File: src/sv/eacfp_pkg.sv
// Package for the escaped address/color frame parser.
// Holds framing byte codes, register indexes, the config struct and the unescape table.
// No dependencies.
package eacfp_pkg;

	// Framing byte codes on the serial bus
	localparam logic [7:0] START_BYTE  = 8'h42;
	localparam logic [7:0] ABORT_BYTE  = 8'h23;
	localparam logic [7:0] ESCAPE_BYTE = 8'h65;
	localparam logic [7:0] ALT_BYTE    = 8'h66;

	// Escape codes that map back to the special bytes
	localparam logic [7:0] ESC_ABORT  = 8'h01;
	localparam logic [7:0] ESC_START  = 8'h02;
	localparam logic [7:0] ESC_ESCAPE = 8'h03;
	localparam logic [7:0] ESC_ALT    = 8'h04;

	// Frame positions: address byte, red, green, blue, white, then idle
	localparam logic [2:0] POS_ADDR  = 3'd0;
	localparam logic [2:0] POS_RED   = 3'd1;
	localparam logic [2:0] POS_GREEN = 3'd2;
	localparam logic [2:0] POS_BLUE  = 3'd3;
	localparam logic [2:0] POS_WHITE = 3'd4;
	localparam logic [2:0] POS_IDLE  = 3'd5;

	// Register indexes (byte address = 4 * index)
	typedef enum logic {
		REG_OWN_ADDR   = 1'b0,
		REG_BCAST_ADDR = 1'b1
	} reg_idx_t;

	// Configuration seen by the parser
	typedef struct packed {
		logic [7:0] own_address;
		logic [7:0] broadcast_address;
	} cfg_t;

	// Map an escaped byte back to its original value
	function automatic logic [7:0] unescape(input logic [7:0] b);
		logic [7:0] r;
		case (b)
			ESC_ABORT:  r = ABORT_BYTE;
			ESC_START:  r = START_BYTE;
			ESC_ESCAPE: r = ESCAPE_BYTE;
			ESC_ALT:    r = ALT_BYTE;
			default:    r = b;
		endcase
		return r;
	endfunction

endpackage

File: src/sv/eacfp_regs.sv
// APB-style configuration registers for the frame parser: own and broadcast address.
// Depends on eacfp_pkg.
module eacfp_regs
	import eacfp_pkg::*;
(
	input  logic        clk,
	input  logic        arst_n,
	input  logic        psel,
	input  logic        penable,
	input  logic        pwrite,
	input  logic [2:0]  paddr,
	input  logic [31:0] pwdata,
	output logic [31:0] prdata,
	output logic        pready,
	output cfg_t        cfg
);

	cfg_t     cfg_q;
	reg_idx_t idx;
	logic     wr_en;

	assign pready = 1'b1;
	assign idx    = reg_idx_t'(paddr[2]);
	assign wr_en  = psel & penable & pwrite;

	// Register writes on the access cycle
	always_ff @(posedge clk or negedge arst_n) begin
		if (!arst_n) begin
			cfg_q <= '0;
		end else if (wr_en) begin
			unique case (idx)
				REG_OWN_ADDR:   cfg_q.own_address       <= pwdata[7:0];
				REG_BCAST_ADDR: cfg_q.broadcast_address <= pwdata[7:0];
				default: ;
			endcase
		end
	end

	// Read mux
	always_comb begin
		prdata = '0;
		unique case (idx)
			REG_OWN_ADDR:   prdata = {24'd0, cfg_q.own_address};
			REG_BCAST_ADDR: prdata = {24'd0, cfg_q.broadcast_address};
			default:        prdata = '0;
		endcase
	end

	assign cfg = cfg_q;

endmodule

File: src/sv/escaped_address_color_frame_parser.sv
// Escaped address/color frame parser: takes one serial byte per word, emits a color word
// at the end of each matched frame, with color valid set in the cycle after byte accept.
// Throughput: one byte per cycle while the color output is free or being taken; the
// frame state and the color output register are updated in the cycle the byte is accepted.
// Reset: async active low; position, escape and match clear, channel holds reset to 1,
// addresses reset to 0. Depends on eacfp_pkg and eacfp_regs.
module escaped_address_color_frame_parser
	import eacfp_pkg::*;
(
	input  logic        clk,
	input  logic        arst_n,
	// byte input
	input  logic        byte_valid,
	output logic        byte_ready,
	input  logic [7:0]  rx_byte,
	// color output
	output logic        color_valid,
	input  logic        color_ready,
	output logic [7:0]  red,
	output logic [7:0]  green,
	output logic [7:0]  blue,
	output logic [7:0]  white,
	// configuration
	input  logic        psel,
	input  logic        penable,
	input  logic        pwrite,
	input  logic [2:0]  paddr,
	input  logic [31:0] pwdata,
	output logic [31:0] prdata,
	output logic        pready
);

	cfg_t cfg;

	eacfp_regs u_regs (
		.clk     (clk),
		.arst_n  (arst_n),
		.psel    (psel),
		.penable (penable),
		.pwrite  (pwrite),
		.paddr   (paddr),
		.pwdata  (pwdata),
		.prdata  (prdata),
		.pready  (pready),
		.cfg     (cfg)
	);

	// Frame state
	logic [2:0] pos_q;
	logic       esc_q;
	logic       match_q;
	logic [7:0] red_q, green_q, blue_q;

	// Output register
	logic       out_valid_s1;
	logic [7:0] red_s1, green_s1, blue_s1, white_s1;

	// Next-state logic
	logic       accept;
	logic [7:0] data;
	logic       ordinary;
	logic       active;
	logic       emit;
	logic [2:0] pos_d;
	logic       esc_d, match_d;
	logic [7:0] red_d, green_d, blue_d;

	assign byte_ready = ~out_valid_s1 | color_ready;
	assign accept     = byte_valid & byte_ready;

	assign data     = esc_q ? unescape(rx_byte) : rx_byte;
	assign ordinary = (rx_byte != START_BYTE) && (rx_byte != ABORT_BYTE)
	                  && (rx_byte != ESCAPE_BYTE);
	assign active   = pos_q < POS_IDLE;
	assign emit     = ordinary & match_q & (pos_q == POS_WHITE);

	// Parse one byte
	always_comb begin
		pos_d   = pos_q;
		esc_d   = esc_q;
		match_d = match_q;
		red_d   = red_q;
		green_d = green_q;
		blue_d  = blue_q;
		if (rx_byte == START_BYTE) begin
			pos_d   = POS_ADDR;
			esc_d   = 1'b0;
			match_d = 1'b0;
		end else if (rx_byte == ABORT_BYTE) begin
			pos_d = POS_IDLE;
		end else if (rx_byte == ESCAPE_BYTE) begin
			esc_d = 1'b1;
		end else begin
			esc_d = 1'b0;
			if (pos_q == POS_ADDR) begin
				match_d = (data == cfg.own_address) || (data == cfg.broadcast_address);
			end else if (match_q && active) begin
				case (pos_q)
					POS_RED:   red_d   = data;
					POS_GREEN: green_d = data;
					POS_BLUE:  blue_d  = data;
					default:   match_d = 1'b0;
				endcase
			end
			if (active) begin
				pos_d = pos_q + 3'd1;
			end
		end
	end

	// State registers
	always_ff @(posedge clk or negedge arst_n) begin
		if (!arst_n) begin
			pos_q   <= POS_ADDR;
			esc_q   <= 1'b0;
			match_q <= 1'b0;
			red_q   <= 8'd1;
			green_q <= 8'd1;
			blue_q  <= 8'd1;
		end else if (accept) begin
			pos_q   <= pos_d;
			esc_q   <= esc_d;
			match_q <= match_d;
			red_q   <= red_d;
			green_q <= green_d;
			blue_q  <= blue_d;
		end
	end

	// Output valid
	always_ff @(posedge clk or negedge arst_n) begin
		if (!arst_n) begin
			out_valid_s1 <= 1'b0;
		end else if (accept) begin
			out_valid_s1 <= emit;
		end else if (color_ready) begin
			out_valid_s1 <= 1'b0;
		end
	end

	// Output payload
	always_ff @(posedge clk) begin
		if (accept && emit) begin
			red_s1   <= red_q;
			green_s1 <= green_q;
			blue_s1  <= blue_q;
			white_s1 <= data;
		end
	end

	assign color_valid = out_valid_s1;
	assign red         = red_s1;
	assign green       = green_s1;
	assign blue        = blue_s1;
	assign white       = white_s1;

endmodule
File: config.mk
export PLATFORM = sky130hd
export DESIGN_NAME = escaped_address_color_frame_parser
export DESIGN_NICKNAME = d
export VERILOG_FILES = /design/src/sv/eacfp_pkg.sv /design/src/sv/eacfp_regs.sv /design/src/sv/escaped_address_color_frame_parser.sv
export SDC_FILE = /design/constraint.sdc
export NUM_CORES = 1
export LEC_CHECK = 0
export BUFFER_PORTS_ARGS = -buffer_cell sky130_fd_sc_hd__buf_2
export CORE_ASPECT_RATIO = 1.4
export CORE_MARGIN = 4
export CORE_UTILIZATION = 40
export DETAILED_ROUTE_END_ITERATION = 10
export GPL_TIMING_DRIVEN = 0
export PLACE_DENSITY = 0.68
export SLEW_MARGIN = 20
export SYNTH_ARGS = -nofsm -noshare
export SYNTH_HDL_FRONTEND = slang
export SYNTH_SLANG_ARGS = --single-unit
File: constraint.sdc
create_clock -name clk -period 3.8 [get_ports clk]
set_clock_uncertainty 0.1 [all_clocks]
set_input_delay 0.76 -clock clk [delete_from_list [all_inputs] [get_ports clk]]
set_output_delay 0.76 -clock clk [all_outputs]
set_load 0.02 [all_outputs]
==> reports/metrics.csv <==
metric,value,unit
status,finished clean,
cp_top_family,compound AO/OA/AOI/OAI gates,
wl_met1,2770,um
cts_buffer_depth,2,
min_period,2.82,ns
ctsHtreeMaxLevel,3,
timing_hold_violations_final,0,
drive_above_1_share,42.7,%
drt-pass1-iter-count,4,
grt_pass1_wl,12200,um
wl_met2,3880,um
timing.hold.ws,0.317,ns
p_leak,2.17,nW
drt-wirelength-per-cell,14.6,um
grt_pass1_vias,2515,
power_density,519,nW/um2
area_growth,23.9,%
die_w,89.4,um
fin_ws,0.978,ns
avgViaCountPerCell,4.87,
drtAntennaViolNets,0,
drt-initial-drc-count,132,
ioPinCount,117,
yosys.area.top_type,dfrtp_1,
detailed_place_hpwl,5470,um
critPathMaxFanout,10,
crit_type,in2reg,
finalCritPeriodShare,74.3,%
postSynthAreaPerCell,13.0,um2
clkSinkCount,78,
cts_resized,0,
antenna_found_initial,0,
synthesis.area,3710,um2
cts_hold_buf,0,
wl,7210,um
synth-main-ff-cell,dfrtp_1,
grt_max_degree,47,
maxCapViolCount,0,
highest_layer,met4,
gp_congestion,0.829,
cts_buffers,9,
post-place-ws,0.627,ns
synth.top_cells.by_count,"mux2_2 (48), dfrtp_1 (43), edfxtp_1 (32), buf_4 (25), o21ai_0 (12)",
core_area,9030,um2
start_util,41.1,%
rsz0062_at_grt,false,
dieArea,10900,um2
crit_path_end_kind,flip-flop,
synth_cell_type_count,52,
setup-tns-final,0,ns
clk_pin_slew,0.06,ns
yosysSeqAreaShare,57.0,%
maxSlewViolCount,0,
clk_latency,0.33,ns
synth.area.top_cells,"dfrtp_1 (29%), edfxtp_1 (26%), mux2_2 (15%)",
max_slew_margin,52.4,%
die_h,122,um
syn_inst,286,
antenna_cells,0,
worstSetupStartpointType,primary input,
tightest_slew,0.711,ns
slowest_delay,0.65,ns
drc,0,
grt_use_total,14.8,%
grt_overflow_total,0,
cts_tree,built,
synth_edf_count,32,
std_cell_rows,41,
hold_class,in2async,
critPathBufInv,2,
synth.most_common_cell,mux2_2,
path_cells,buf_2 > clkbuf_1 > nor2_1 > o2bb2ai_1 > a2111oi_0 > nand2_1 > mux2_2,
post_cts_buffers,0,
slowest_stage,a2111oi_0,
setup_viol,0,
yosysTopAreaCellShare,29.0,%
required,3.91,ns
layout.nets,436,
irDropWorstVdd,335,uV
dr_wl_met3,401,um
io_buffers,60,
fmax,354,MHz
cts_root_buf,clkbuf_16,
ys_seq_elements,78,
ys_warn_count,0,
worstPathArrival,2.93,ns
async_reset_ff_share,59.0,%
vias,2401,
[power breakdown]
part	internal [mW]	switching (mW)	leakage [nW]
Clock	0.644	0.325	0.160
Combinational	0.181	0.218	1.08
Sequential	0.955	0.0633	0.930
[final timing paths]
check	start	to	slack, ns	depth (start not counted)
max	rx_byte[2]	green_q[1]	0.98	7
min	arst_n	u_regs.cfg[2]	0.32	1
max reg2reg	color_valid	green_q[1]	1.38	6
min reg2reg	red_q[7]	red[7]	0.33	0
max in group asynchronous	arst_n	red_q[2]	2.86	1
min in group clk	red_q[7]	red[7]	0.33	0
[through the flow]
step | power [mW] | instances | util, % | cell area [um2]
5_1_grt | 2.51 | 493 | 51.0 | 4600
3_3_place_gp | 1.43 | 476 | 47.0 | 4240
4_1_cts | 2.42 | 493 | 50.9 | 4600
2_1_floorplan | 1.33 | 309 | - | 3800
6_report | 2.39 | 493 | 51.0 | 4600
3_5_place_dp | 1.44 | 477 | 47.2 | 4260
[placed cells by master, fill, tap and decap left out, types with 4 or more instances in the layout]
master,netlist,layout
buf_2,4,63
mux2_2,48,48
dfrtp_1,43,43
edfxtp_1,32,32
buf_4,25,26
conb_1,2,25
o21ai_0,12,12
clkbuf_1,9,11
nand2_1,11,11
inv_1,10,10
clkbuf_16,0,9
xor2_1,8,8
nor2_1,7,7
a21oi_1,6,6
nand2b_1,5,5
nand3_1,5,5
ha_1,5,5
nor3_1,5,4
[logic make-up after synthesis]
family	synth area share, %
compound gates	7.65
xor+xnor	2.59
fa+ha+maj	1.68
buf+inv	8.12
flops	57.0
mux	14.8
other cells	0.202
simple gates	7.95
[flip-flops by register name, indices dropped and copies added, names as in the netlist, 3 cells and up]
name        cells
red_q           8
white           8
green           8
green_q         8
u_regs.cfg     16
red             8
pos_q           3
blue_q          8
blue            8
[worst register-to-register path, cell delays in order (launching register included)]
cell       delay, ns
dfrtp_1         0.37
nand2b_1        0.14
and2_1          0.20
nand2_1         0.08
a2111oi_0       0.62
nand2_1         0.42
mux2_2          0.38
[layout make-up]
class | instances | area (um2)
fillers | 800 | 4430
flip-flops and latches | 78 | 2120
multi-input cells | 181 | 1390
repair buffers | 61 | 318
plain buffers | 40 | 264
clock buffers | 11 | 233
well taps | 107 | 134
clock inverters | 5 | 106
inverters | 10 | 37.5
[metal layers]
| layer | up-vias | global-route usage (%) |
|---|---|---|
| met5 | - | 0 |
| met4 | 0 | 6.52 |
| met3 | 12 | 4.13 |
| met2 | 69 | 25.8 |
| met1 | 1148 | 16.5 |
| li1 | 1172 | - |
(Power assumes the default switching activity.)
